## config.mk

```make
export PLATFORM = sky130hd
export DESIGN_NAME = hwad_mul
export DESIGN_NICKNAME = d
export VERILOG_FILES = /design/src/hw/rtl/hwad_pkg.sv /design/src/hw/rtl/hwad_mul.sv
export SDC_FILE = /design/constraint.sdc
export NUM_CORES = 1
export LEC_CHECK = 0
export ABC_CLOCK_PERIOD_IN_PS = 7200
export BUFFER_PORTS_ARGS = -buffer_cell sky130_fd_sc_hd__buf_2
export CAP_MARGIN = 20
export CORE_MARGIN = 2
export CORE_UTILIZATION = 27
export DETAILED_ROUTE_END_ITERATION = 7
export MAX_ROUTING_LAYER = met4
export PLACE_DENSITY_LB_ADDON = 0.3
export SYNTH_ARGS = -nofsm -noshare
export SYNTH_HDL_FRONTEND = slang
export SYNTH_SLANG_ARGS = --single-unit
```

## constraint.sdc

```tcl
create_clock -name clk -period 7.2 [get_ports clk]
set_clock_uncertainty 0.1 [all_clocks]
set_input_delay 1.08 -clock clk [delete_from_list [all_inputs] [get_ports clk]]
set_output_delay 1.08 -clock clk [all_outputs]
set_load 0.02 [all_outputs]
```

## src/hw/rtl/hwad_pkg.sv

```systemverilog
`timescale 1ns / 1ps
`default_nettype none
// ----------------------------------------------------------------------------
// Holt-Winters anomaly detector package
// Shared constants, handshake structs and fixed-point helpers.
// ----------------------------------------------------------------------------
package hwad_pkg;

  localparam int SEASON_LEN = 32;
  localparam int POS_W      = $clog2(SEASON_LEN);

  localparam int CFG_ADDR_W = 2;
  localparam int CFG_DATA_W = 16;
  localparam logic [CFG_ADDR_W-1:0] REG_ALPHA  = 2'd0;
  localparam logic [CFG_ADDR_W-1:0] REG_BETA   = 2'd1;
  localparam logic [CFG_ADDR_W-1:0] REG_GAMMA  = 2'd2;
  localparam logic [CFG_ADDR_W-1:0] REG_THRESH = 2'd3;

  localparam logic [15:0] ALPHA_RST  = 16'd13107;
  localparam logic [15:0] BETA_RST   = 16'd6554;
  localparam logic [15:0] GAMMA_RST  = 16'd6554;
  localparam logic [15:0] THRESH_RST = 16'd768;

  localparam logic CMD_SAMPLE  = 1'b0;
  localparam logic CMD_RESTART = 1'b1;

  localparam int IN_TDATA_W  = 32;
  localparam int OUT_TDATA_W = 40;

  localparam logic signed [31:0] ONE_Q16 = 32'sh0001_0000;
  localparam logic [16:0]        ONE_G17 = 17'h10000;
  localparam logic signed [31:0] Q32_MAX = 32'sh7FFF_FFFF;
  localparam logic signed [31:0] Q32_MIN = 32'sh8000_0000;
  localparam logic signed [63:0] SAT_HI  = 64'sh0000_0000_7FFF_FFFF;
  localparam logic signed [63:0] SAT_LO  = 64'shFFFF_FFFF_8000_0000;

  // Divider: 48-bit magnitude dividend, 32-bit magnitude divisor.
  localparam int DIV_W      = 48;
  localparam int DIVS_W     = 32;
  localparam int DIV_CNT_W  = $clog2(DIV_W);
  // Multiplier: 64-bit by 32-bit unsigned, shift-add.
  localparam int MUL_A_W    = 64;
  localparam int MUL_B_W    = 32;
  localparam int MUL_P_W    = MUL_A_W + MUL_B_W;
  localparam int MUL_CNT_W  = $clog2(MUL_B_W);

  typedef struct packed {
    logic              start;
    logic [DIV_W-1:0]  dividend;
    logic [DIVS_W-1:0] divisor;
  } div_req_t;

  typedef struct packed {
    logic             busy;
    logic             done;
    logic [DIV_W-1:0] quotient;
  } div_rsp_t;

  typedef struct packed {
    logic               start;
    logic [MUL_A_W-1:0] a;
    logic [MUL_B_W-1:0] b;
  } mul_req_t;

  typedef struct packed {
    logic               busy;
    logic               done;
    logic [MUL_P_W-1:0] product;
  } mul_rsp_t;

  function automatic logic signed [31:0] sat32(input logic signed [63:0] v);
    if (v > SAT_HI) return Q32_MAX;
    if (v < SAT_LO) return Q32_MIN;
    return v[31:0];
  endfunction

  function automatic logic [31:0] abs32(input logic signed [31:0] v);
    if (v[31]) return ~v + 32'd1;
    return v;
  endfunction

  // Signs and saturates a quotient magnitude; a zero divisor saturates, or gives zero for a zero numerator.
  function automatic logic signed [31:0] qfin(input logic num_neg, input logic num_zero,
                                              input logic den_zero, input logic den_neg,
                                              input logic [DIV_W-1:0] qmag);
    logic signed [63:0] mag64;
    mag64 = $signed({16'd0, qmag});
    if (den_zero) begin
      if (num_zero) return 32'sd0;
      if (num_neg) return Q32_MIN;
      return Q32_MAX;
    end
    if (num_neg ^ den_neg) return sat32(-mag64);
    return sat32(mag64);
  endfunction

endpackage
`default_nettype wire

```

## src/hw/rtl/hwad_mul.sv

```systemverilog
`timescale 1ns / 1ps
`default_nettype none
// ----------------------------------------------------------------------------
// Shift-add multiplier
// Unsigned wide product, one multiplier bit per cycle.
// ----------------------------------------------------------------------------
module hwad_mul
  import hwad_pkg::*;
(
  input  logic     clk,
  input  logic     rst_n,
  input  mul_req_t req,
  output mul_rsp_t rsp
);

  logic                 busy_r;
  logic                 done_r;
  logic [MUL_CNT_W-1:0] cnt_r;
  logic [MUL_A_W-1:0]   a_r;
  logic [MUL_P_W-1:0]   prod_r;
  logic [MUL_A_W:0]     upper;

  // The low half of prod_r holds the remaining multiplier bits.
  assign upper = prod_r[0] ? ({1'b0, prod_r[MUL_P_W-1:MUL_B_W]} + {1'b0, a_r})
                           : {1'b0, prod_r[MUL_P_W-1:MUL_B_W]};

  always_ff @(posedge clk) begin
    if (!rst_n) begin
      busy_r <= 1'b0;
      done_r <= 1'b0;
      cnt_r  <= '0;
    end else begin
      done_r <= 1'b0;
      if (req.start) begin
        busy_r <= 1'b1;
        cnt_r  <= MUL_CNT_W'(MUL_B_W - 1);
      end else if (busy_r) begin
        if (cnt_r == '0) begin
          busy_r <= 1'b0;
          done_r <= 1'b1;
        end else begin
          cnt_r <= cnt_r - 1'b1;
        end
      end
    end
  end

  always_ff @(posedge clk) begin
    if (req.start) begin
      a_r    <= req.a;
      prod_r <= {{MUL_A_W{1'b0}}, req.b};
    end else if (busy_r) begin
      prod_r <= {upper, prod_r[MUL_B_W-1:1]};
    end
  end

  assign rsp.busy    = busy_r;
  assign rsp.done    = done_r;
  assign rsp.product = prod_r;

endmodule
`default_nettype wire

```

After elaboration in Yosys (flattened, before gate mapping). Index checks and enable logic that the tools add are counted. Widths: inputs -> output; s select.

Add/sub/neg operators: 2. Multiplexer cells: 10. Div/mod/pow operators: 0. Bitwise logic cells: 2. Order comparisons: 0. Reductions and logical operators: 4. $mul: 0. Eq/ne operators: 1. Shift-type cells: 0.

Operator list (count): $add 64x64->65 (1); $mux 65 (1); $mux 32 (2); $mux 5 (3); $logic_not 5->1 (1); $sub 5x1->5 const B (1); $mux 1 (4); $reduce_or 3->1 (1); $ne 2x2->1 const B (1); $not 1->1 (2); $reduce_and 2->1 (1); $reduce_bool 2->1 (1).

Memory bits (writable): 0. Memories: 0. Input port bits: 99. Logic and storage cells: 25. Bits in registers: 167. Output and inout port bits: 98. Latch bits: 0. Memory bits (read-only): 0.

Logic depth before layout (Yosys ltp). Gate-level depths: netlist of the first run.

Word-level depth: 4. Gate-level depth with buffers: 12. Gate-level depth less buffers: 12.

Worst setup path after synthesis of the first run. OpenSTA, ideal clock, no wires.

Path type: reg-to-reg. Start point: reg prod_r[32]. End point: reg prod_r[91]. Buffers on the path: 0. Period minus slack after synthesis: 2.878 ns. Setup slack: 4.322 ns. Required time: 7.016 ns. Data arrival time: 2.693 ns. Library setup time: 0.084 ns. Cell stages (with the launch flop): 13. Cells stage by stage: dfxtp_1 -> ha_1 -> fa_1 -> a21oi_1 -> o21ai_1 -> nand2_1 -> a31oi_4 -> o31ai_2 -> a21o_1 -> a2111o_1 -> a31o_1 -> nor3b_1 -> o31ai_2.

Longest elaborated chain between the ends: 2.

Ends and longest elaborated chain: start, declared (RTL line hwad_mul.sv:20) `logic [MUL_P_W-1:0] prod_r;`; start signal, assigned (RTL line hwad_mul.sv:51) `prod_r <= {{MUL_A_W{1'b0}}, req.b};`; start signal, assigned (RTL line hwad_mul.sv:53) `prod_r <= {upper, prod_r[MUL_B_W-1:1]};`; $add 64x64->65 (RTL line hwad_mul.sv:24) `assign upper = prod_r[0] ? ({1'b0, prod_r[MUL_P_W-1:MUL_B_W]} + {1'b0, a_r})`; $mux 65 (RTL line hwad_mul.sv:24).

Every way passes these cells. A chain may end at the register's enable or synchronous reset.

Final worst setup path of the first run.
Start point: reg a_r[0]. End point: reg prod_r[91].

Longest elaborated chain between the ends: 2.

Ends and longest elaborated chain: start, declared (RTL line hwad_mul.sv:19) `logic [MUL_A_W-1:0] a_r;`; start signal, assigned (RTL line hwad_mul.sv:50) `a_r <= req.a;`; $add 64x64->65 (RTL line hwad_mul.sv:24); $mux 65 (RTL line hwad_mul.sv:24).

Every way passes these cells.

==> parameters.txt, run 1 <==
Parameter                              Value

Detailed routing
  Routed Wire Length ... 29.0 mm
  Wire length per cell ... 18.0 um
  Number of detailed-routing iterations run before antenna repair ... 4
  Detail Route Antenna Nets ... 0
  Vias per cell ... 4.99
  1st-iter DRT viols ... 384
  DRC ... 0
  Vias after detailed routing ... around 8000

Logic synthesis
  Most instantiated flip-flop cell in the synthesis netlist ... edfxtp_1
  Post-synthesis average cell area ... 10.1 um^2
  Yosys Warn Count ... 0
  Post-synthesis cell type with the largest combined area ... edfxtp_1
  Instance count of the mapped netlist ... 970
  Syn nets ... 1136
  Fraction of registers with async set/reset ... 0
  Mapped cell area ... 9760 um^2
  Area fraction of the dominant cell type after synthesis ... 0.295
  Number of distinct library cells after synthesis ... 70
  Sequential-to-total area share from yosys stat ... 0.441
  Number of synthesized register bits ... 167
  Most area-consuming cells after synthesis ... edfxtp_1 30%, dfxtp_1 15%, ha_1 8.5%
  Number of enable flip-flop cells after synthesis ... 96

CTS
  Clock latency on the worst-skew pair ... ~0.45 ns
  CTS tree ... yes
  Clock Sink Count ... 167
  Number of gates given a new drive strength after cts ... 0
  CTS max path bufs ... 2
  Reg clk slew, reported paths ... 0.07 ns
  TritonCTS Buffers ... 17
  Hold Buf Count CTS ... 0
  Post CTS Setup Buffer Count ... 0
  H-tree level count ... 4
  Root cell of the clock tree ... clkbuf_16

Placement
  Port Buf Inserts ... 196
  Final weighted congestion in routability-driven placement ... approximately 0.87
  Worst slack, placed ... ~4 ns
  Final HPWL DP ... 21.7 mm

Power and ir drop
  Sw Ratio ... 0.312
  Reported net switching power ... just over 0.0009 W
  Sequential share of power ... 0.395
  Combinational Power Share ... 0.256
  Leakage power summed over all cells ... 5.09 nW
  Total power divided by cell area ... 249 nW/um^2
  Total internal power ... 0.00203 W
  Max VDD drop ... 0.206 mV
  Portion of total power attributed to the clock network ... 0.349

Global route
  First-pass GRT wire length ... 45.1 mm
  Pin count of the biggest net entering global routing ... 46
  Number of global-route vias before repair ... 7879
  Overall routing resource usage ... 0.157
  Number of antenna violations at the first check in global routing ... 1
  Remaining global-route overflow ... 0

Critical path
  FF-to-FF Start ... a_r[0]
  Crit-path max cell delay ... slightly above 0.4 ns
  Cell with the most instances on the worst path ... o31ai_2
  Endpoint of the worst register-to-register path ... prod_r[91]
  Cell at the slowest stage of the critical path ... fa_1
  Worst setup SP type ... flip-flop
  Endpoint arrival time on the critical path ... about 3.5 ns
  Top delay family on crit path ... compound AO/OA/AOI/OAI gates
  Buffering stage count on the worst path with inverters included ... 0
  Depth of the worst register-to-register path ... 12
  Sort of element at the end of the critical path ... flip-flop
  Crit Path Class ... flip-flop to flip-flop
  Crit-path max FO ... 4
  CP cell instances ... ha_1 -> fa_1 -> a21oi_1 -> o21ai_1 -> nand2_1 -> a31oi_4 -> o31ai_2 -> a21o_1 -> a2111o_1 -> a31o_1 -> nor3b_1 -> o31ai_2
  WP data required ... 7.43 ns
  Worst R2R Setup Slack ... 3.94 ns

Floorplan
  Core outline area ... 35600 um^2
  Core Rows ... 69
  Vertical die dimension ... 194 um
  Initial core utilization ... 0.274
  I/O Pins ... a little under 200
  Area enclosed by the die boundary ... approximately 38000 um^2
  Die width ... 194 um

Timing
  Highest Clock Rate ... slightly above 300 MHz
  Count of pins over their slew limit ... 0
  Pin slew with the least headroom to its limit ... 0.769 ns
  Hold violation total from the final report ... 0
  Finish-stage setup viols ... 0
  Final critical-path share of the clock period ... 0.453
  Unrepaired setup endpoints after global routing ... no
  Max-slew headroom at the worst pin ... 0.480
  Smallest setup slack after layout ... between 3 and 4 ns
  Fin crit period ... roughly 3.3 ns
  Fin Setup TNS ... 0 ns

Final layout
  Ratio of cells with drive above 1 in the final layout ... 0.246
  Final Net Count ... 1304
  P&R area growth vs syn ... 21.3%

Hold path
  Hold Startpoint ... prod_r[70]
  Worst hold path cell count ... 2
  Sink of the worst hold path ... prod_r[70]
  Worst min path class ... flip-flop to flip-flop

Job
  Count of max-cap constraint violations ... 0

Status
  Run status ... complete, no violations
-- placed cells by master, fill, tap and decap left out, types with 5 or more instances in the layout --
cell and instances:
buf_2 195, edfxtp_1 96, a21oi_1 86, dfxtp_1 70, ha_1 66, nor2_1 64, nand2_1 61, a21o_1 44
o21ai_0 39, xnor2_1 37, o21ai_1 34, mux2_2 31, a22oi_1 30, xor2_1 26, a211oi_1 25, inv_1 23
mux2i_1 22, nand4_1 21, clkbuf_16 17, nor3_1 15, o21bai_1 10, o21a_1 10, nor2b_1 9, a31oi_1 9
nand3_1 9, buf_4 9, o211ai_1 6, nand2b_1 5, o31ai_2 5, bufinv_16 5
-- cells in the mapped netlist (5+ instances only) --
| cell | number |
|---|---|
| mux2_2 | 31 |
| dfxtp_1 | 71 |
| nand3_1 | 9 |
| buf_2 | 7 |
| nor3_1 | 15 |
| a21oi_1 | 86 |
| o31ai_2 | 5 |
| ha_1 | 66 |
| o21bai_1 | 10 |
| o21ai_1 | 34 |
| clkbuf_1 | 38 |
| nor2_1 | 66 |
| mux2i_1 | 22 |
| edfxtp_1 | 96 |
| o211ai_1 | 6 |
| nand2b_1 | 5 |
| a211oi_1 | 25 |
| o21a_1 | 10 |
| buf_1 | 7 |
| a22oi_1 | 30 |
| a31oi_1 | 9 |
| o21ai_0 | 39 |
| nor2b_1 | 9 |
| inv_1 | 23 |
| nand2_1 | 61 |
| a21o_1 | 44 |
| xnor2_1 | 37 |
| xor2_1 | 26 |
| nand4_1 | 21 |
-- power groups by stage --
stage / combinational [W] / clock [W] / sequential [W]
global placement: 0.000750 / 0 / 0.00119
CTS: 0.000757 / 0.00107 / 0.00117
detailed placement: 0.000750 / 0 / 0.00119
global route: 0.000833 / 0.00111 / 0.00118
floorplan: 0.000474 / 0 / 0.00123
finish: 0.000756 / 0.00103 / 0.00117
-- routing by layer --
metal / global-route usage / wire [um]
met5: - / 0
met2: 0.234 / 12900
met1: 0.213 / 14200
met4: 0.0424 / 371
met3: 0.0379 / 1480
-- metrics by stage --
| stage | instance area [um^2] | hold WS [ns] | power, W | std cells | util |
|---|---|---|---|---|---|
| finish | 11800 | 0.403 | 0.00295 | 1613 | 0.333 |
| detailed placement | 11200 | 0.395 | 0.00194 | 1580 | 0.314 |
| global placement | 11200 | 0.385 | 0.00194 | 1579 | 0.314 |
| global route | 11800 | 0.437 | 0.00312 | 1613 | 0.333 |
| floorplan | 9760 | 0.453 | 0.00171 | 970 | - |
| CTS | 11800 | 0.402 | 0.00299 | 1612 | 0.333 |
-- cell type report --
type | instances | area, um^2
Inverter | 23 | 86.3
Sequential cell | 167 | 4310
Timing Repair Buffer | 205 | 1070
Antenna cell | 1 | 2.50
Clock inverter | 11 | 195
Tap cell | 461 | 577
Clock buffer | 21 | 460
Multi-Input combinational cell | 724 | 5140
Fill cell | 3724 | 23700
-- worst max path at each step --
stage            endpoint        from  slack (ns)  cells after the start
2_1_floorplan  prod_r[91]  prod_r[32]        4.32                     12
3_3_place_gp    prod_r[7]     req[96]        3.84                      4
3_5_place_dp   prod_r[93]     req[96]        3.95                      6
4_1_cts        prod_r[91]      a_r[0]        3.94                     12
5_1_grt        prod_r[88]     a_r[35]        3.73                     10
6_report       prod_r[91]      a_r[0]        3.94                     12
-- registers in the layout (all words and copies together) (netlist names) --
register,flops
prod_r,96
busy_r,1
cnt_r,5
a_r,64
done_r,1
-- kinds of logic (layout without fill, tap and decap cells) --
group / after synthesis / in the layout / synth area share
flip-flops: 167 / 167 / 0.441
other: 0 / 1 / 0
AO/OA/AOI/OAI: 333 / 333 / 0.225
adder cells (fa/ha/maj): 67 / 67 / 0.0867
XOR/XNOR: 63 / 63 / 0.0565
AND/OR/NAND/NOR: 208 / 208 / 0.0997
multiplexers: 53 / 53 / 0.0583
buffers and inverters: 79 / 260 / 0.0326
-- worst reg2reg max path: stages (launching register included) --
cell and delay [ns]:
edfxtp_1 0.38, ha_1 0.24, fa_1 0.41, a21oi_1 0.21, o21ai_1 0.12, nand2_1 0.15
a31oi_4 0.13, o31ai_2 0.33, a21o_1 0.25, a2111o_1 0.25, a31o_1 0.24, nor3b_1 0.26
o31ai_2 0.09
No activity file was read; power rests on OpenSTA's default activity.
==> run 2, diff against run 1 <==
ABC_AREA = 1   (was not set)
ABC_CLOCK_PERIOD_IN_PS = 2900   (was 7200)
clock period = 2.9 ns   (was 7.2 ns; I/O delays follow)
==> run 2 against run 1 <==
  * Worst hold slack worse by 0.37 ns
  * Global-route usage grew 5.1 points
  * Power rose to 2.6 times the previous value
  * Combinational power grew to 3.1 times the previous value
  * Worst setup slack lost 3.8 ns
  * Critical endpoint is now prod_r[77]
  * Largest cell class unchanged
==> parameters.txt, run 2 <==
Parameter                              Value

Logic synthesis
  Syn nets ... 2095 (+84%)
  Post-synthesis cell type with the largest combined area ... nand2_1
  Most instantiated flip-flop cell in the synthesis netlist ... edfxtp_1
  Area fraction of the dominant cell type after synthesis ... 0.236 (-0.0591)
  Most area-consuming cells after synthesis ... nand2_1 24%, edfxtp_1 23%, dfxtp_1 12%
  Post-synthesis average cell area ... 6.38 um^2 (-37%)
  Number of synthesized register bits ... 167 (unchanged)
  Mapped cell area ... 12300 um^2 (+26%)
  Fraction of registers with async set/reset ... 0 (unchanged)
  Yosys Warn Count ... 0 (unchanged)
  Instance count of the mapped netlist ... 1929 (+99%)
  Sequential-to-total area share from yosys stat ... 0.350 (-0.0910)
  Number of enable flip-flop cells after synthesis ... 96 (unchanged)
  Number of distinct library cells after synthesis ... 38 (-46%)
  Most frequently used cell type in the post-synthesis netlist ... nand2_1
  Most common library cells after synthesis ... 774 x nand2_1, 351 x inv_1, 166 x nor2_1

Timing
  Unrepaired setup endpoints after global routing ... no
  Max-slew headroom at the worst pin ... 0.526 (+0.0453)
  Finish-stage setup viols ... 0 (unchanged)
  Highest Clock Rate ... 361 MHz (+18%)
  Count of pins over their slew limit ... 0 (unchanged)
  Final critical-path share of the clock period ... 0.954 (+0.501)
  Hold violation total from the final report ... 0 (unchanged)
  Fin crit period ... 2.77 ns (-0.497 ns)
  Pin slew with the least headroom to its limit ... 0.707 ns (-0.0616 ns)
  Fin Setup TNS ... 0 ns (unchanged)

Power and ir drop
  Power, Total ... 0.00764 W (+160%)
  Leakage power summed over all cells ... 8.28 nW (+63%)
  Combinational Power Share ... 0.310 (+0.054)
  Sw Ratio ... 0.383 (+0.0708)
  Portion of total power attributed to the clock network ... 0.312 (-0.037)
  Reported net switching power ... 0.00293 W (+220%)
  Sequential share of power ... 0.378 (-0.017)
  Max VDD drop ... 0.341 mV (+66%)
  Total internal power ... 0.00472 W (+130%)
  Total power divided by cell area ... 502 nW/um^2 (+100%)

CTS
  Post CTS Setup Buffer Count ... 0 (unchanged)
  H-tree level count ... 4 (unchanged)
  Reg clk slew, reported paths ... 0.07 ns (about the same)
  CTS max path bufs ... 2 (unchanged)
  TritonCTS Buffers ... 17 (unchanged)
  Clock latency on the worst-skew pair ... 0.50 ns (+0.05 ns)
  Clock Sink Count ... 167 (unchanged)
  CTS tree ... yes
  Root cell of the clock tree ... clkbuf_16

Detailed routing
  Detail Route Antenna Nets ... 0 (unchanged)
  Routed Wire Length ... 47.7 mm (+65%)
  1st-iter DRT viols ... 899 (+130%)
  Wire length per cell ... 17.0 um (-5.2%)
  Number of detailed-routing iterations run before antenna repair ... 7 (+3)
  Vias per cell ... 4.43 (-11%)
  Vias after detailed routing ... 12400 (+54%)
  DRC ... 0 (unchanged)

Status
  Run status ... complete, no violations

Critical path
  Crit-path max FO ... 4 (unchanged)
  Endpoint arrival time on the critical path ... 3.06 ns (-0.44 ns)
  Cell at the slowest stage of the critical path ... dfxtp_1
  Sort of element at the end of the critical path ... flip-flop
  FF-to-FF Start ... prod_r[32]
  Depth of the critical timing path with buffers and inverters included ... 16 (+4)
  Buffering stage count on the worst path with inverters included ... 0 (unchanged)
  Top delay family on crit path ... simple AND/OR/NAND/NOR gates
  CP cell instances ... ha_1 -> fa_2 -> nand3_1 -> nand3_2 -> nand2_1 -> nand2_1 -> nand2_1 -> nand2_2 -> nand2_1 -> nand2_2 -> nand2_1 -> nand2_1 -> nand2_1 -> nand3_1 -> nand2_1 -> nand2_1
  Depth of the worst register-to-register path ... 16 (+4)
  End point of the critical path ... prod_r[77]
  Critical Path Source ... prod_r[32]
  WP data required ... 3.19 ns (-4.24 ns)
  Crit Path Class ... flip-flop to flip-flop
  Crit-path max cell delay ... 0.40 ns (about the same)
  Endpoint of the worst register-to-register path ... prod_r[77]
  Worst setup SP type ... flip-flop
  Cell with the most instances on the worst path ... nand2_1
  Worst R2R Setup Slack ... 0.13 ns (-3.80 ns)

Floorplan
  Die width ... 217 um (+12%)
  Area enclosed by the die boundary ... 47300 um^2 (+25%)
  Vertical die dimension ... 217 um (+12%)
  Initial core utilization ... 0.272 (-0.00225)
  Core outline area ... 45200 um^2 (+27%)
  I/O Pins ... 197 (unchanged)
  Core Rows ... 78 (+13%)

Final layout
  Registers with the highest flip-flop counts ... prod_r x96, a_r x64, cnt_r x5
  Leading cell types in the layout, fill and taps excluded ... 774 x nand2_1, 351 x inv_1, 195 x buf_2
  Number of flip-flops under the largest register name ... 96 (unchanged)
  P&R area growth vs syn ... 23.8%
  Final Net Count ... 2352 (+80%)
  Most flops, register ... prod_r
  Ratio of cells with drive above 1 in the final layout ... 0.156 (-0.0899)
  Count of fill cells added during filler insertion ... 4998 (+34%)
  Most common library cell in the layout ignoring fill and taps ... nand2_1

Global route
  Remaining global-route overflow ... 0 (unchanged)
  Number of global-route vias before repair ... 11700 (+49%)
  First-pass GRT wire length ... 70.6 mm (+57%)
  Pin count of the biggest net entering global routing ... 88 (+91%)
  Overall routing resource usage ... 0.208 (+0.0510)
  Number of antenna violations at the first check in global routing ... 2 (+1)

Job
  Count of max-cap constraint violations ... 0 (unchanged)

Placement
  Final weighted congestion in routability-driven placement ... 0.961 (+11%)
  Final HPWL DP ... 38.5 mm (+77%)
  Port Buf Inserts ... 196 (unchanged)

Hold path
  Worst min path class ... input pin to flip-flop
[run 2: changes by cell type in the layout (fill, tap and decap cells not counted), sizes merged, moves of 44 or more]
cell | before | now
a21o | 44 | 0
dlygate4sd3 | 0 | 54
inv | 24 | 376
nand2 | 61 | 804
nand3 | 9 | 78
nor2 | 66 | 193
[run 2: logic make-up after synthesis]
logic type | Yosys count | synth area share
simple gates | 1105 | 0.370
flops | 167 | 0.350
buf+inv | 407 | 0.125
fa+ha+maj | 67 | 0.0688
xor+xnor | 28 | 0.0199
compound gates | 155 | 0.0658
[run 2: per-layer routing]
| metal | up-vias | wire [um] | track usage |
|---|---|---|---|
| li1 | 6412 | - | - |
| met5 | - | 0 | - |
| met2 | 275 | 22800 | 0.346 |
| met4 | 0 | 1530 | 0.0781 |
| met1 | 5645 | 21100 | 0.251 |
| met3 | 60 | 2260 | 0.0384 |
[run 2: power groups by stage]
| stage | clock (W) | combinational, W | sequential [W] |
|---|---|---|---|
| 6_report | 0.00239 | 0.00237 | 0.00289 |
| 5_1_grt | 0.00255 | 0.00263 | 0.00291 |
| 4_1_cts | 0.00248 | 0.00238 | 0.00289 |
| 3_5_place_dp | 0 | 0.00232 | 0.00294 |
| 3_3_place_gp | 0 | 0.00232 | 0.00294 |
| 2_1_floorplan | 0 | 0.00135 | 0.00305 |
[run 2: area by class of cell]
| cell class | instances | area (um^2) | share of cell area |
|---|---|---|---|
| sequential | 167 | 4300 | 0.283 |
| clock buffer | 17 | 425 | 0.0279 |
| inverter | 372 | 1400 | 0.0917 |
| tap | 600 | 751 | 0.0493 |
| timing repair buffer | 273 | 1720 | 0.113 |
| antenna | 1 | 2.50 | 0.000164 |
| multi-input combinational | 1355 | 6460 | 0.424 |
| clock inverter | 15 | 165 | 0.0108 |
[run 2: worst min path at each step]
stage	from	end	slack [ns]	cells after the start
detailed placement	cnt_r[0]	cnt_r[0]	0.36	1
global route	req[38]	a_r[6]	0.01	1
CTS	req[38]	a_r[6]	0.006	1
floorplan	cnt_r[0]	cnt_r[0]	0.33	1
global placement	cnt_r[0]	cnt_r[0]	0.35	1
finish	req[68]	a_r[36]	0.03	1
[run 2: through the flow]
stage	instance area (um^2)	util	hold slack, ns	cells	worst slack (ns)
2_1_floorplan	12300	-	0.331	1929	0.500
3_3_place_gp	14100	0.312	0.347	2713	0.101
3_5_place_dp	14100	0.312	0.363	2713	0.116
4_1_cts	15200	0.337	0.00613	2799	0.0979
5_1_grt	15200	0.337	0.0146	2800	0.0210
6_report	15200	0.337	0.0328	2800	0.134
[run 2: repair_timing]
action	4_1_cts	5_1_grt
hold buffers	54	0
gates resized for setup	0	1
endpoints found under the setup margin	0	2
hold endpoints to repair	54	0
