==> src/hw/rtl/hwad_pkg.sv <==
`timescale 1ns / 1ps
`default_nettype none
// ----------------------------------------------------------------------------
// Holt-Winters anomaly detector package
// Shared constants, handshake structs and fixed-point helpers.
// ----------------------------------------------------------------------------
package hwad_pkg;

  localparam int SEASON_LEN = 32;
  localparam int POS_W      = $clog2(SEASON_LEN);

  localparam int CFG_ADDR_W = 2;
  localparam int CFG_DATA_W = 16;
  localparam logic [CFG_ADDR_W-1:0] REG_ALPHA  = 2'd0;
  localparam logic [CFG_ADDR_W-1:0] REG_BETA   = 2'd1;
  localparam logic [CFG_ADDR_W-1:0] REG_GAMMA  = 2'd2;
  localparam logic [CFG_ADDR_W-1:0] REG_THRESH = 2'd3;

  localparam logic [15:0] ALPHA_RST  = 16'd13107;
  localparam logic [15:0] BETA_RST   = 16'd6554;
  localparam logic [15:0] GAMMA_RST  = 16'd6554;
  localparam logic [15:0] THRESH_RST = 16'd768;

  localparam logic CMD_SAMPLE  = 1'b0;
  localparam logic CMD_RESTART = 1'b1;

  localparam int IN_TDATA_W  = 32;
  localparam int OUT_TDATA_W = 40;

  localparam logic signed [31:0] ONE_Q16 = 32'sh0001_0000;
  localparam logic [16:0]        ONE_G17 = 17'h10000;
  localparam logic signed [31:0] Q32_MAX = 32'sh7FFF_FFFF;
  localparam logic signed [31:0] Q32_MIN = 32'sh8000_0000;
  localparam logic signed [63:0] SAT_HI  = 64'sh0000_0000_7FFF_FFFF;
  localparam logic signed [63:0] SAT_LO  = 64'shFFFF_FFFF_8000_0000;

  // Divider: 48-bit magnitude dividend, 32-bit magnitude divisor.
  localparam int DIV_W      = 48;
  localparam int DIVS_W     = 32;
  localparam int DIV_CNT_W  = $clog2(DIV_W);
  // Multiplier: 64-bit by 32-bit unsigned, shift-add.
  localparam int MUL_A_W    = 64;
  localparam int MUL_B_W    = 32;
  localparam int MUL_P_W    = MUL_A_W + MUL_B_W;
  localparam int MUL_CNT_W  = $clog2(MUL_B_W);

  typedef struct packed {
    logic              start;
    logic [DIV_W-1:0]  dividend;
    logic [DIVS_W-1:0] divisor;
  } div_req_t;

  typedef struct packed {
    logic             busy;
    logic             done;
    logic [DIV_W-1:0] quotient;
  } div_rsp_t;

  typedef struct packed {
    logic               start;
    logic [MUL_A_W-1:0] a;
    logic [MUL_B_W-1:0] b;
  } mul_req_t;

  typedef struct packed {
    logic               busy;
    logic               done;
    logic [MUL_P_W-1:0] product;
  } mul_rsp_t;

  function automatic logic signed [31:0] sat32(input logic signed [63:0] v);
    if (v > SAT_HI) return Q32_MAX;
    if (v < SAT_LO) return Q32_MIN;
    return v[31:0];
  endfunction

  function automatic logic [31:0] abs32(input logic signed [31:0] v);
    if (v[31]) return ~v + 32'd1;
    return v;
  endfunction

  // Signs and saturates a quotient magnitude; a zero divisor saturates, or gives zero for a zero numerator.
  function automatic logic signed [31:0] qfin(input logic num_neg, input logic num_zero,
                                              input logic den_zero, input logic den_neg,
                                              input logic [DIV_W-1:0] qmag);
    logic signed [63:0] mag64;
    mag64 = $signed({16'd0, qmag});
    if (den_zero) begin
      if (num_zero) return 32'sd0;
      if (num_neg) return Q32_MIN;
      return Q32_MAX;
    end
    if (num_neg ^ den_neg) return sat32(-mag64);
    return sat32(mag64);
  endfunction

endpackage
`default_nettype wire

==> src/hw/rtl/hwad_div.sv <==
`timescale 1ns / 1ps
`default_nettype none
// ----------------------------------------------------------------------------
// Iterative divider
// Unsigned restoring division, one quotient bit per cycle.
// ----------------------------------------------------------------------------
module hwad_div
  import hwad_pkg::*;
(
  input  logic     clk,
  input  logic     rst_n,
  input  div_req_t req,
  output div_rsp_t rsp
);

  logic                 busy_r;
  logic                 done_r;
  logic [DIV_CNT_W-1:0] cnt_r;
  logic [DIVS_W-1:0]    rem_r;
  logic [DIV_W-1:0]     quo_r;
  logic [DIVS_W-1:0]    dvs_r;
  logic [DIVS_W:0]      shifted;
  logic                 fits;

  assign shifted = {rem_r, quo_r[DIV_W-1]};
  assign fits    = shifted >= {1'b0, dvs_r};

  always_ff @(posedge clk) begin
    if (!rst_n) begin
      busy_r <= 1'b0;
      done_r <= 1'b0;
      cnt_r  <= '0;
    end else begin
      done_r <= 1'b0;
      if (req.start) begin
        busy_r <= 1'b1;
        cnt_r  <= DIV_CNT_W'(DIV_W - 1);
      end else if (busy_r) begin
        if (cnt_r == '0) begin
          busy_r <= 1'b0;
          done_r <= 1'b1;
        end else begin
          cnt_r <= cnt_r - 1'b1;
        end
      end
    end
  end

  always_ff @(posedge clk) begin
    if (req.start) begin
      rem_r <= '0;
      quo_r <= req.dividend;
      dvs_r <= req.divisor;
    end else if (busy_r) begin
      rem_r <= fits ? DIVS_W'(shifted - {1'b0, dvs_r}) : shifted[DIVS_W-1:0];
      quo_r <= {quo_r[DIV_W-2:0], fits};
    end
  end

  assign rsp.busy     = busy_r;
  assign rsp.done     = done_r;
  assign rsp.quotient = quo_r;

endmodule
`default_nettype wire

==> config.mk <==
export PLATFORM = sky130hd
export DESIGN_NAME = hwad_div
export DESIGN_NICKNAME = d
export VERILOG_FILES = /design/src/hw/rtl/hwad_pkg.sv /design/src/hw/rtl/hwad_div.sv
export SDC_FILE = /design/constraint.sdc
export NUM_CORES = 1
export LEC_CHECK = 0
export ABC_CLOCK_PERIOD_IN_PS = 5900
export BUFFER_PORTS_ARGS = -buffer_cell sky130_fd_sc_hd__buf_2
export CAP_MARGIN = 40
export CELL_PAD_IN_SITES_DETAIL_PLACEMENT = 0
export CELL_PAD_IN_SITES_GLOBAL_PLACEMENT = 1
export CORE_AREA = 2 2 153 155
export CTS_BUF_LIST = sky130_fd_sc_hd__clkbuf_4 sky130_fd_sc_hd__clkbuf_8
export DETAILED_ROUTE_END_ITERATION = 12
export DIE_AREA = 0 0 155 157
export HOLD_SLACK_MARGIN = 0.05
export PLACE_DENSITY_LB_ADDON = 0.1
export SYNTH_ARGS = -nofsm -noshare
export SYNTH_HDL_FRONTEND = slang
export SYNTH_SLANG_ARGS = --single-unit
==> constraint.sdc <==
create_clock -name clk -period 5.9 [get_ports clk]
set_input_delay 0.59 -clock clk [delete_from_list [all_inputs] [get_ports clk]]
set_output_delay 0.59 -clock clk [all_outputs]
set_load 0.005 [all_outputs]
Word-level counts from Yosys, hierarchy flattened

Index checks and enable logic that the tools add are counted.

Bits in registers: 120
Output and inout port bits: 50

$add $sub $neg: 2
Magnitude comparators: 1
Eq/ne operators: 1
Mux-type cells: 10
Bitwise operators: 3
Reductions and logical operators: 6

Operator list:

| kind                  | count |
|---|---|
| $mux W48              | 2 |
| $ge A33 B32 Y1        | 1 |
| $mux W32              | 1 |
| $sub A32 B32 Y32      | 1 |
| $mux W6               | 3 |
| $logic_not A6 Y1      | 1 |
| $sub A6 B1 Y6 const B | 1 |
| $mux W1               | 4 |
| $reduce_and A2 Y1     | 2 |
| $not A1 Y1            | 3 |
| $reduce_or A3 Y1      | 1 |
| $ne A2 B2 Y1 const B  | 1 |
| $reduce_bool A2 Y1    | 1 |
| $reduce_or A2 Y1      | 1 |

Logic depth before layout (Yosys ltp)

Gate-level depths: netlist (run 1).

Depth in word-level cells: 4
Mapped depth: 13
Mapped depth without buffers: 11

Worst setup path after synthesis (run 1)

No wires, ideal clock.

Path type: reg2reg
From: register dvs_r[13]
To: register rem_r[0]
Arrival time: 2.419 ns
Data required time: 5.814 ns
Setup slack: 3.395 ns
Stages on the path, launching flop included: 12
Buffers on the path: 1
Cell sequence: edfxtp_1 inv_1 ha_1 buf_2 a21oi_1 nand2_1 o211ai_1 nand4b_1 o21ai_4 o211a_1 mux2_1 a211oi_1

Word-level cells in the longest chain between the ends: 2

RTL lines:

| item                     | line           | text |
|---|---|---|
| start: declaration       | hwad_div.sv:21 | `logic [DIVS_W-1:0] dvs_r;` |
| start signal: assignment | hwad_div.sv:53 | `dvs_r <= req.divisor;` |
| $ge A33 B32 Y1           | hwad_div.sv:26 | `assign fits = shifted >= {1'b0, dvs_r};` |
| $mux W32                 | hwad_div.sv:55 | `rem_r <= fits ? DIVS_W'(shifted - {1'b0, dvs_r}) : shifted[DIVS_W-1:0];` |
| end signal: assignment   | hwad_div.sv:55 |  |
| end: declaration         | hwad_div.sv:19 | `logic [DIVS_W-1:0] rem_r;` |

Every way passes these cells.
A chain may end at the register's enable or synchronous reset.

Final worst setup path (run 1)

From: register dvs_r[6]
To: register rem_r[28]

Word-level cells in the longest chain between the ends: 2
Elaborated cells on any way between the ends: 3

RTL lines:

| item                                                      | line |
|---|---|
| $sub A32 B32 Y32 / $ge A33 B32 Y1 (equally long branches) | hwad_div.sv:55, hwad_div.sv:26 |
| $mux W32 *                                                | hwad_div.sv:55 |

Every way passes the cells marked *; elsewhere a longest branch is shown, timed or not.

==> results.md, run 1 <==
- The run finished with clean final reports.
- In the final design database the tool counted 868 nets.
- The portion of the post-synthesis area used by sequential elements is 47.5%.
- The slowest cell on the critical path is o211ai_4.
- The total clock buffers created by CTS is 17.
- Summed over all cells, the static leakage comes to 3.37 nW.
- For this configuration, the core starts out at a cell density of 30.0%.
- The routed wire length is 16700 um.
- Data on the critical path is required at its endpoint by 6250 ps.
- The synthesized instance count is 619.
- Clock skew on the completed layout was measured at 12.5 ps.
- For this run, the total global-route usage over all layers was measured as 14.3%.
- The count of unique library cells instantiated by Yosys is 67.
- Using the TritonRoute via totals, the vias-per-cell ratio works out to 4.93.
- The mean cell area of the mapped netlist is 10.9 um2.
- The part of the cycle the worst path needs is 56.5%.
- The number of sinks on the clock net is 120.
- The kind of start point of the critical path is a register.
- edfxtp_1 takes more of the synthesized area than any other cell.
- The top-level port count is 133.
- The number of DRC markers after the initial detailed-route iteration is 202.
- The final hold violation count is 0.
- The most used flip-flop cell after synthesis is edfxtp_1.
- The total inserted antenna cells is 0.
- For this design the ratio of total power to cell area is 293 nW/um2.
- The critical path data arrival time is 3680 ps.
- The number of core rows is 55.
- The first global-routing pass estimated 27600 um of wire.
- The max-slew violation count is 0.
- Post-CTS timing repair inserted 0 buffers for setup.
- The latest clock arrival within the worst-skew pair is 450 ps.
- The fill cell instance count of the final layout is 2282.
- After synthesis, the cell types taking the most area are edfxtp_1 (36%), dfxtp_1 (12%), mux2_2 (8.0%), ha_1 (6.3%), mux2i_1 (2.8%).
- The height of the die is 157 um.
- Counting both buffers and inverters, the worst setup path holds a total of 2.
- The class of the tightest hold or removal check is in2reg.
- Entering global routing, the biggest net connects 58 pins.
- TritonCTS built the clock tree.
- Yosys mapped a number of flops with a built-in enable equal to 80.
- The time the final worst path needs with I/O delays and setup is 3330 ps.
- Summed over all failing endpoints, the final setup total negative slack is 0 ps.
- The cell at the root of the clock tree is clkbuf_8.
- Grouping stages by cell kind, the critical path spends the most delay in compound AO/OA/AOI/OAI gates.
- The H-tree generated during clock tree synthesis spans 4 levels.
- The initial antenna violation count is 2.
- The horizontal die dimension is 155 um.
- After detailed routing, the number of remaining DRC violations is 0.
- The peak supply drop is 0.123 mV.
- The vias after detailed routing is 5167.
- The delay of the slowest critical-path stage is 550 ps.
- The via count of the first global-routing pass is 5432.
- The synthesized netlist net count is 737.
- For the pin with the worst max-slew slack, the measured transition is 656 ps.
- The floorplan step defined a die boundary enclosing 24300 um2.
- The count of input and output buffers is 132.
- Relative to the synthesized area, the layout overhead comes to 19.9%.
- In this run the remaining antenna-violating nets after routing total 0.
- The number of flip-flops and latches in the synthesized netlist is 120.
- The worst setup path is of the reg2reg kind.
- The signal on the critical path passes through inv_1 -> ha_1 -> and4_1 -> nand4_1 -> o2bb2ai_2 -> a21oi_4 -> o21ai_4 -> o211ai_4 -> buf_4 -> o22ai_1 -> a311oi_1.
- Gates resized during post-CTS repair numbered 0.
- The final-report setup violation count is 0.
- The placeable core area is 22500 um2.
- The clock-pin transition on the worst setup and hold timing paths is 90 ps.
- No sink is reached through more buffers than the 2 on the longest clock path.
- The number of buffers inserted for hold repair after clock tree synthesis is 0.
- Based on the critical path, the design can be clocked at up to 300 MHz.
- The synthesized design devotes to its leading area cell type 35.6% of total area.
- The fraction of final layout cells with drive strength greater than 1 is 30.7%.
- For this run the aggregate overflow at the end of global routing stands at 0.
- The post-detailed-placement half-perimeter wirelength is 12100 um.
- The endpoint type of the worst setup path is a register.
- Routability-driven placement finished with a final weighted congestion of 0.795.
- Along the worst path, the maximum fanout reaches 26.
- The relative max-transition margin is 56.2%.
- The number of optimization iterations in the first detailed-route pass is 4.
- Final hold analysis gives a worst-case slack of 312 ps.
- The synthesized cell area is 6740 um2.
- The average wire per standard cell is 16.0 um.
- The count of maximum capacitance violations is 0.
- Setup repair after global routing left no endpoint under its margin.
- The async set or reset register ratio after synthesis is 0%.
- The Yosys warning count is 0.
## state kept, by name, summed over array words and instances, names as in the netlist
name and cells:
rem_r 32, busy_r 1, dvs_r 32, cnt_r 6, quo_r 48, done_r 1
## cell usage after synthesis, types with 2 or more instances
cell type / instances
dfxtp_1: 40
o31ai_1: 6
clkbuf_1: 15
nand3_1: 16
a21o_1: 14
or3b_2: 2
o21a_1: 10
a21oi_1: 29
o21ai_0: 14
o21bai_1: 3
buf_2: 4
a311o_1: 2
nor3_1: 6
nand4b_1: 2
or3_1: 5
or2_2: 2
and4_1: 4
o211ai_1: 15
a311oi_1: 4
buf_4: 2
o21ai_1: 2
xor2_1: 16
nand2_1: 45
edfxtp_1: 80
and3_1: 4
nand2b_1: 5
a31oi_1: 6
mux2i_1: 19
ha_1: 34
nor2b_1: 4
a31o_2: 3
mux2_2: 48
nand4_1: 3
nand3b_1: 2
a211oi_1: 22
xnor2_1: 14
nor3b_1: 2
inv_1: 46
nor2_1: 41
## metal layers
layer	share of wire, %	GRT usage [%]	wire [um]	vias to the layer above
met3	6.4	4.93	1070	15
met2	47	23.7	7790	137
met1	46	17.8	7690	2460
li1	-	-	-	2551
met4	0.88	3.97	148	4
met5	0.13	0	22	-
## cells by family (layout without fill, tap and decap cells)
group,Yosys count,count (layout),share of synthesized area (%)
mux,68,68,11.0
flops,120,120,47.5
fa+ha+maj,35,35,6.61
compound gates,145,145,15.5
buf+inv,72,216,4.73
simple gates,149,149,10.8
xor+xnor,30,30,3.90
## stage by stage
| step | setup WS (ps) | instance area [um2] | std cells | util [%] | total power, W |
|---|---|---|---|---|---|
| after floorplan | 3400 | 6740 | 619 | - | 0.00144 |
| after global placement | 2620 | 7650 | 1015 | 34.0 | 0.00161 |
| after detailed placement | 2560 | 7680 | 1016 | 34.1 | 0.00161 |
| after CTS | 2520 | 8080 | 1048 | 35.9 | 0.00241 |
| after global routing | 2250 | 8080 | 1048 | 35.9 | 0.00252 |
| final | 2570 | 8080 | 1048 | 35.9 | 0.00237 |
## final timing paths
path / start / end / slack [ps] / cells after the start
min: req[18] / dvs_r[18] / 310 / 1
min reg2reg: rem_r[31] / rem_r[31] / 500 / 2
max reg2reg: dvs_r[6] / rem_r[28] / 2570 / 11
max: dvs_r[6] / rem_r[28] / 2570 / 11
## where the power goes
part | switching, W | internal, W | total [W]
registers | 0.0000442 | 0.000988 | 0.00103
clock network | 0.000394 | 0.000385 | 0.000779
logic | 0.000308 | 0.000247 | 0.000555
total | 0.000745 | 0.00162 | 0.00237
## placed cells by master, fill, tap and decap left out, drive strengths merged, types with 2 or more instances in the layout
master and count:
a211oi 23, a21o 14, a21oi 30, a311o 2, a311oi 4, a31o 3
a31oi 6, and3 4, and4 4, buf 138, bufinv 2, clkbuf 17
clkinv 5, clkinvlp 2, dfxtp 40, edfxtp 80, ha 34, inv 52
mux2 49, mux2i 19, nand2 45, nand2b 5, nand3 16, nand3b 2
nand4 3, nand4b 2, nor2 41, nor2b 4, nor3 6, nor3b 2
o211ai 16, o21a 10, o21ai 17, o21bai 3, o31ai 6, or2 2
or3 5, or3b 2, xnor2 14, xor2 16
## area by class of cell
class,instances,area [um2],area share (%)
clock buffers,17,234,2.89
repair buffers,138,728,9.01
inverters,46,173,2.14
well taps,285,357,4.41
clock inverters,15,168,2.07
multi-input cells,427,3220,39.8
flip-flops and latches,120,3200,39.6
Power figures use the tool's default switching activity.
==> run 2, diff against run 1 <==
--- a/config.mk
+++ b/config.mk
@@ -5,7 +5,7 @@
 export SDC_FILE = /design/constraint.sdc
 export NUM_CORES = 1
 export LEC_CHECK = 0
-export ABC_CLOCK_PERIOD_IN_PS = 5900
+export ABC_CLOCK_PERIOD_IN_PS = 3340
 export BUFFER_PORTS_ARGS = -buffer_cell sky130_fd_sc_hd__buf_2
 export CAP_MARGIN = 40
 export CELL_PAD_IN_SITES_DETAIL_PLACEMENT = 0
==> constraint.sdc (replaced) <==
create_clock -name clk -period 3.34 [get_ports clk]
set_input_delay 0.334 -clock clk [delete_from_list [all_inputs] [get_ports clk]]
set_output_delay 0.334 -clock clk [all_outputs]
set_load 0.005 [all_outputs]
==> results.md, run 2 (synthesis gave the netlist of run 1 again) <==
- The flow ran to the end, and the final reports show no timing, DRC or antenna violations.
- The power consumption is 0.00402 W (+70%).
- The global-route track usage on met1 came to 17.6% (-0.19 points).
- The routed wire length came to 17000 um (+1.8%).
- The first element of the critical path is dvs_r[18].
- The area taken by multi-input logic gates is 3220 um2 (unchanged).
- The number of sinks on the clock net came to 120 (unchanged).
- The number of core rows is 55 (unchanged).
- The part of the cycle the worst path needs is 85.9% (+29 points).
- The largest fanout on the critical path is 5 (-81%).
- The worst path setup slack after routing was 470 ps (-2100 ps).
- The last weighted congestion value of the routability-driven placer is 0.844 (+6.2%).
- STA classifies the critical path startpoint as a register.
- The top register by number of flip-flops is quo_r.
- The area of the die is 24300 um2 (unchanged).
- The total inserted antenna cells was 0 (unchanged).
- Setup repair after global routing left no endpoint under its margin.
- The final hold violation count was 0 (unchanged).
- The class of the tightest hold or removal check is in2reg.
- The H-tree depth is 4 (unchanged).
- The largest registers in the layout are quo_r (48), dvs_r (32), rem_r (32).
- The overflow left after global routing is 0 (unchanged).
- The via count of the first global-routing pass is 5486 (+0.99%).
- The initial antenna violation count is 0 (-2).
- The startpoint identified for the worst hold timing path is req[7].
- The placeable core area is 22500 um2 (unchanged).
- The endpoint type of the worst setup path is a register.
- The final routed DRC violation total was 0 (unchanged).
- The CTS tree is done.
- The post-layout utilization of the core is 37.0% (+1.1 points).
- The fill cell instance count of the final layout was 2233 (-2.1%).
- The highest attainable clock frequency is 348 MHz (+16%).
- In this run the critical register-to-register path is captured at rem_r[0].
- The area growth from synthesis to final layout is 23.6%.
- The area taken by flip-flops and latches is 3200 um2 (unchanged).
- The setup total negative slack came to 0 ps (unchanged).
- The placement-stage worst setup slack is 476 ps (-2090 ps).
- The data required time of the worst path is 3700 ps (-2550 ps).
- For hold timing, the worst endpoint is dvs_r[7].
- The latest clock arrival within the worst-skew pair came to 450 ps (about the same).
- The critical path data arrival time is 3230 ps (-450 ps).
- The time the final worst path needs with I/O delays and setup is 2870 ps (-463 ps).
- The number of buffers on the longest clock path is 2 (unchanged).
- The vias after detailed routing was 5233 (+1.3%).
- The met3 layer usage reported by global route is 5.07% (+0.14 points).
- The clock-pin transition on the worst setup and hold timing paths is 80 ps (about the same).
- The post-CTS setup buffer count is 0 (unchanged).
- The worst-case clock skew is 18.8 ps (+6.24 ps).
- The global-route wire length before repair came to 27800 um (+0.75%).
- The net count reported at finish came to 901 (+3.8%).
- The count of maximum capacitance violations is 0 (unchanged).
- The largest net degree at the start of global routing came to 117 (+100%).
- The power density over the cells is 483 nW/um2 (+65%).
- The relative max-transition margin is 58.8% (+2.6 points).
- The final-report setup violation count is 0 (unchanged).
- Leaving out fill and tap cells, the most frequent cell in the layout is buf_2.
- The flip-flop count of the largest register, all copies and words added came to 48 (unchanged).
- The number of DRC markers after the initial detailed-route iteration came to 243 (+20%).
- The count of cells along the worst register-to-register path is 10 (-1).
- The most heavily used metal layer in global routing is met2.
- The horizontal die dimension is 155 um (unchanged).
- The leakage power summed over all cells is 3.48 nW (+3.2%).
- In the layout the commonest cells are buf_2 (131), edfxtp_1 (80), mux2_2 (48).
- The total clock buffers created by CTS is 17 (unchanged).
- The via count normalized by instance count is 4.85 (-1.7%).
- The worst slack on hold paths was 95.2 ps (-216 ps).
- The global-route met2 utilization is 24.2% (+0.53 points).
- The setup slack of the most critical reg-to-reg path is 470 ps (-2100 ps).
- The slew of the pin with the lowest slew margin was 618 ps (-37.6 ps).
- The post-detailed-placement half-perimeter wirelength was 12300 um (+2.1%).
- The peak supply drop is 0.217 mV (+77%).
- The kind of critical path is reg2reg.
- The initial standard-cell utilization of the core is 30.0% (unchanged).
- The max-slew violation count came to 0 (unchanged).
- The number of nets with antenna violations after routing is 0 (unchanged).
- The top-level port count is 133 (unchanged).
- CTS placed an instance of clkbuf_8 at the clock tree root.
- The count of input and output buffers is 132 (unchanged).
- The worst hold path stage count was 1 (unchanged).
- The average wire per standard cell is 15.8 um (-1.2%).
- The height of the die is 157 um (unchanged).
- The total routing usage reported by global routing is 14.5% (+0.18 points).
- The fraction of final layout cells with drive strength greater than 1 is 29.6% (-1.1 points).
- The number of optimization iterations in the first detailed-route pass is 4 (unchanged).
- The startpoint of the worst-slack reg-to-reg timing path is dvs_r[18].
[run 2: routing by layer]
metal	up-vias	share of wire (%)
met3	16	6.0
met2	141	46
met5	-	0
met1	2460	46
met4	0	1.6
li1	2616	-
[run 2: how the worst max path moves through the flow]
stage	to	slack [ps]	cells past startpoint
2_1_floorplan	rem_r[0]	840	11
3_3_place_gp	rem_r[0]	560	10
3_5_place_dp	rem_r[0]	480	10
4_1_cts	rem_r[0]	480	10
5_1_grt	rem_r[0]	270	10
6_report	rem_r[0]	470	10
[run 2: cell type report]
cell class / count / area share [%]
timing repair buffer: 171 / 12.5
inverter: 46 / 2.07
clock inverter: 14 / 1.23
multi-input combinational: 427 / 38.6
tap: 285 / 4.28
clock buffer: 17 / 2.81
sequential: 120 / 38.4
[run 2: report_power, final]
part	switching, W	internal, W	total (W)
clock	0.000664	0.000514	0.00118
sequential	0.0000862	0.00175	0.00183
combinational	0.000550	0.000464	0.00101
[run 2: worst max-delay path, stage by stage, from the launching register on]
cell,delay [ps]
edfxtp_1,360
inv_1,70
ha_1,260
a211oi_1,280
nor2_1,110
o31ai_1,330
nand4b_1,230
o21ai_4,260
o211a_1,330
mux2_1,340
a211oi_1,210
[run 2: timing repair]
item / CTS / global route
resized for setup: 0 / 0
hold buffers: 29 / 2
endpoints found under the hold margin: 29 / 2
[run 2: stage by stage]
step                std cells  area (um2)
finish                   1080        8340
global route             1080        8340
CTS                      1078        8320
detailed placement       1018        7690
global placement         1017        7680
floorplan                 619        6740
==> run 3, diff against run 2 <==
--- a/config.mk
+++ b/config.mk
@@ -11,7 +11,6 @@
 export CELL_PAD_IN_SITES_DETAIL_PLACEMENT = 0
 export CELL_PAD_IN_SITES_GLOBAL_PLACEMENT = 1
 export CORE_AREA = 2 2 153 155
-export CTS_BUF_LIST = sky130_fd_sc_hd__clkbuf_4 sky130_fd_sc_hd__clkbuf_8
 export DETAILED_ROUTE_END_ITERATION = 12
 export DIE_AREA = 0 0 155 157
 export HOLD_SLACK_MARGIN = 0.05
==> results.md, run 3 (synthesis gave the netlist of run 1 again) <==
- The post-CTS setup buffer count came to 0 (unchanged).
- The last weighted congestion value of the routability-driven placer is 0.844 (unchanged).
- The number of DRC markers after the initial detailed-route iteration came to 258 (+6.2%).
- The area of the die is 24300 um2 (unchanged).
- The placeable core area was 22500 um2 (unchanged).
- The average wire per standard cell is 16.2 um (+2.9%).
- The peak supply drop came to 0.240 mV (+11%).
- STA classifies the critical path endpoint as a register.
- The cell occurring most often along the worst timing path is a211oi_1.
- In this run the worst setup path begins at dvs_r[18].
- The number of sinks on the clock net is 120 (unchanged).
- The number of buffer and inverter instances along the worst setup path is 1 (unchanged).
- The final hold violation count was 0 (unchanged).
- The time the final worst path needs with I/O delays and setup is 2860 ps (-9.07 ps).
- The area taken by flip-flops and latches is 3200 um2 (unchanged).
- The cell at the root of the clock tree is clkbuf_16.
- Setup repair after global routing left no endpoint under its margin.
- The critical path data arrival time is 3190 ps (-40 ps).
- In the final layout, the registers with the most flip-flops are quo_r (48), dvs_r (32), rem_r (32).
- The overflow left after global routing is 0 (unchanged).
- The number of optimization iterations in the first detailed-route pass came to 4 (unchanged).
- The slew of the pin with the lowest slew margin is 615 ps (-2.90 ps).
- The placement-stage worst setup slack came to 476 ps (unchanged).
- The fraction of final layout cells with drive strength greater than 1 was 30.8% (+1.2 points).
- The fill cell instance count of the final layout came to 2230 (-0.13%).
- The delay of the slowest critical-path stage is 360 ps (about the same).
- The total routing usage reported by global routing is 14.5% (-0.030 points).
- The total inserted antenna cells is 0 (unchanged).
- The slowest cell on the critical path is edfxtp_1.
- The most common library cell in the layout ignoring fill and taps is buf_2.
- In the layout the commonest cells are buf_2 (131), edfxtp_1 (80), mux2_2 (48).
- The post-layout utilization of the core is 36.5% (-0.53 points).
- The clock-pin transition on the worst setup and hold timing paths was 60 ps (-20 ps).
- Grouping stages by cell kind, the critical path spends the most delay in compound AO/OA/AOI/OAI gates.
- The worst hold path belongs to the class in2reg.
- The critical path is of the reg2reg type.
- The highest attainable clock frequency came to 350 MHz (+0.32%).
- The startpoint of the worst-slack reg-to-reg timing path is dvs_r[18].
- The largest fanout on the critical path is 5 (unchanged).
- The net count reported at finish is 870 (-3.4%).
- The H-tree depth is 4 (unchanged).
- The height of the die is 157 um (unchanged).
- The final-report setup violation count is 0 (unchanged).
- The number of nets with antenna violations after routing is 0 (unchanged).
- Relative to the synthesized area, the layout overhead comes to 21.9%.
- The worst path setup slack after routing is 479 ps (+9.07 ps).
- The setup total negative slack was 0 ps (unchanged).
- The relative max-transition margin is 59.0% (+0.19 points).
- The run finished with clean final reports.
- The largest net degree at the start of global routing came to 117 (unchanged).
- The count of cells along the worst register-to-register path is 10 (unchanged).
- The data required time of the worst path is 3670 ps (-30 ps).
- The top-level port count is 133 (unchanged).
- The final routed DRC violation total came to 0 (unchanged).
- The number of core rows came to 55 (unchanged).
- The post-detailed-placement half-perimeter wirelength is 12300 um (unchanged).
- The area taken by multi-input logic gates came to 3220 um2 (unchanged).
- The initial antenna violation count is 2 (+2).
- The leakage power summed over all cells was 3.44 nW (-1.2%).
- The total clock buffers created by CTS was 17 (unchanged).
- The number of cells on the critical path is 10 (unchanged).
- The flip-flop count of the largest register, all copies and words added is 48 (unchanged).
- The horizontal die dimension is 155 um (unchanged).
- The part of the cycle the worst path needs is 85.6% (-0.27 points).
- The worst-case clock skew came to 18.9 ps (+0.101 ps).
- The vias after detailed routing is 5132 (-1.9%).
- The routed wire length is 17000 um (about the same).
- The most critical setup path has its endpoint at rem_r[0].
- The number of buffers on the longest clock path is 2 (unchanged).
- The global-route wire length before repair is 27800 um (-0.35%).
- The max-slew violation count is 0 (unchanged).
- The latest clock arrival within the worst-skew pair is 430 ps (-20 ps).
- The setup slack of the most critical reg-to-reg path is 480 ps (about the same).
- The via count normalized by instance count is 4.89 (+0.97%).
- The CTS tree is done.
- The kind of start point of the critical path is a register.
- In this run the critical register-to-register path is captured at rem_r[0].
- The power density over the cells is 547 nW/um2 (+13%).
- The signal on the critical path passes through inv_1 -> ha_1 -> a211oi_1 -> nor2_1 -> o31ai_1 -> nand4b_1 -> o21ai_4 -> o211a_1 -> mux2_1 -> a211oi_1.
- The count of maximum capacitance violations is 0 (unchanged).
- The top register by number of flip-flops is quo_r.
- The count of input and output buffers is 132 (unchanged).
- The initial standard-cell utilization of the core came to 30.0% (unchanged).
- The post-cts repair resize count was 0 (unchanged).
- The number of buffers inserted for hold repair after clock tree synthesis is 0 (-100%).
- The via count of the first global-routing pass came to 5433 (-0.97%).
==> run 3: changes by cell type in the layout (fill, tap and decap cells not counted) <==
cell,previous run,this run
clkbuf_16,0,17
dlygate4sd3_1,31,0
clkbuf_8,17,0
==> run 3: cell type report <==
class                           instances  share of cell area [%]
Multi-Input combinational cell        427                    39.2
Sequential cell                       120                    39.0
Timing Repair Buffer                  140                    8.95
Clock buffer                           17                    5.18
Tap cell                              285                    4.34
Inverter                               46                    2.10
Clock inverter                         14                    1.25
==> run 3: per-layer routing <==
metal | part of all wire, % | global-route usage, %
met1 | 45 | 17.4
met5 | 0.18 | 0
met2 | 46 | 24.0
met3 | 7.0 | 5.15
met4 | 1.7 | 5.29
==> run 3: worst min-delay path by stage <==
stage                    from        end  slack, ps  cells past startpoint
finish                req[11]  dvs_r[11]         80                      1
global route          req[15]  dvs_r[15]         70                      1
CTS                   req[10]  dvs_r[10]         60                      1
detailed placement  rem_r[17]  rem_r[18]        490                      2
global placement    rem_r[31]  rem_r[31]        490                      2
floorplan              req[0]   dvs_r[0]        430                      0
==> run 3: report_power, final <==
part / switching [W] / total, W / internal, W
sequential: 0.0000859 / 0.00183 / 0.00175
clock: 0.000727 / 0.00168 / 0.000948
combinational: 0.000546 / 0.000987 / 0.000441
total: 0.00136 / 0.00450 / 0.00314
==> run 3: metrics by stage <==
stage | std cells | hold WS (ps) | total power, W | cell area [um2]
after global routing | 1049 | 69.5 | 0.00475 | 8220
after global placement | 1017 | 485 | 0.00286 | 7680
after CTS | 1049 | 62.8 | 0.00457 | 8220
after floorplan | 619 | 433 | 0.00255 | 6740
after detailed placement | 1018 | 495 | 0.00286 | 7690
final | 1049 | 81.5 | 0.00450 | 8220
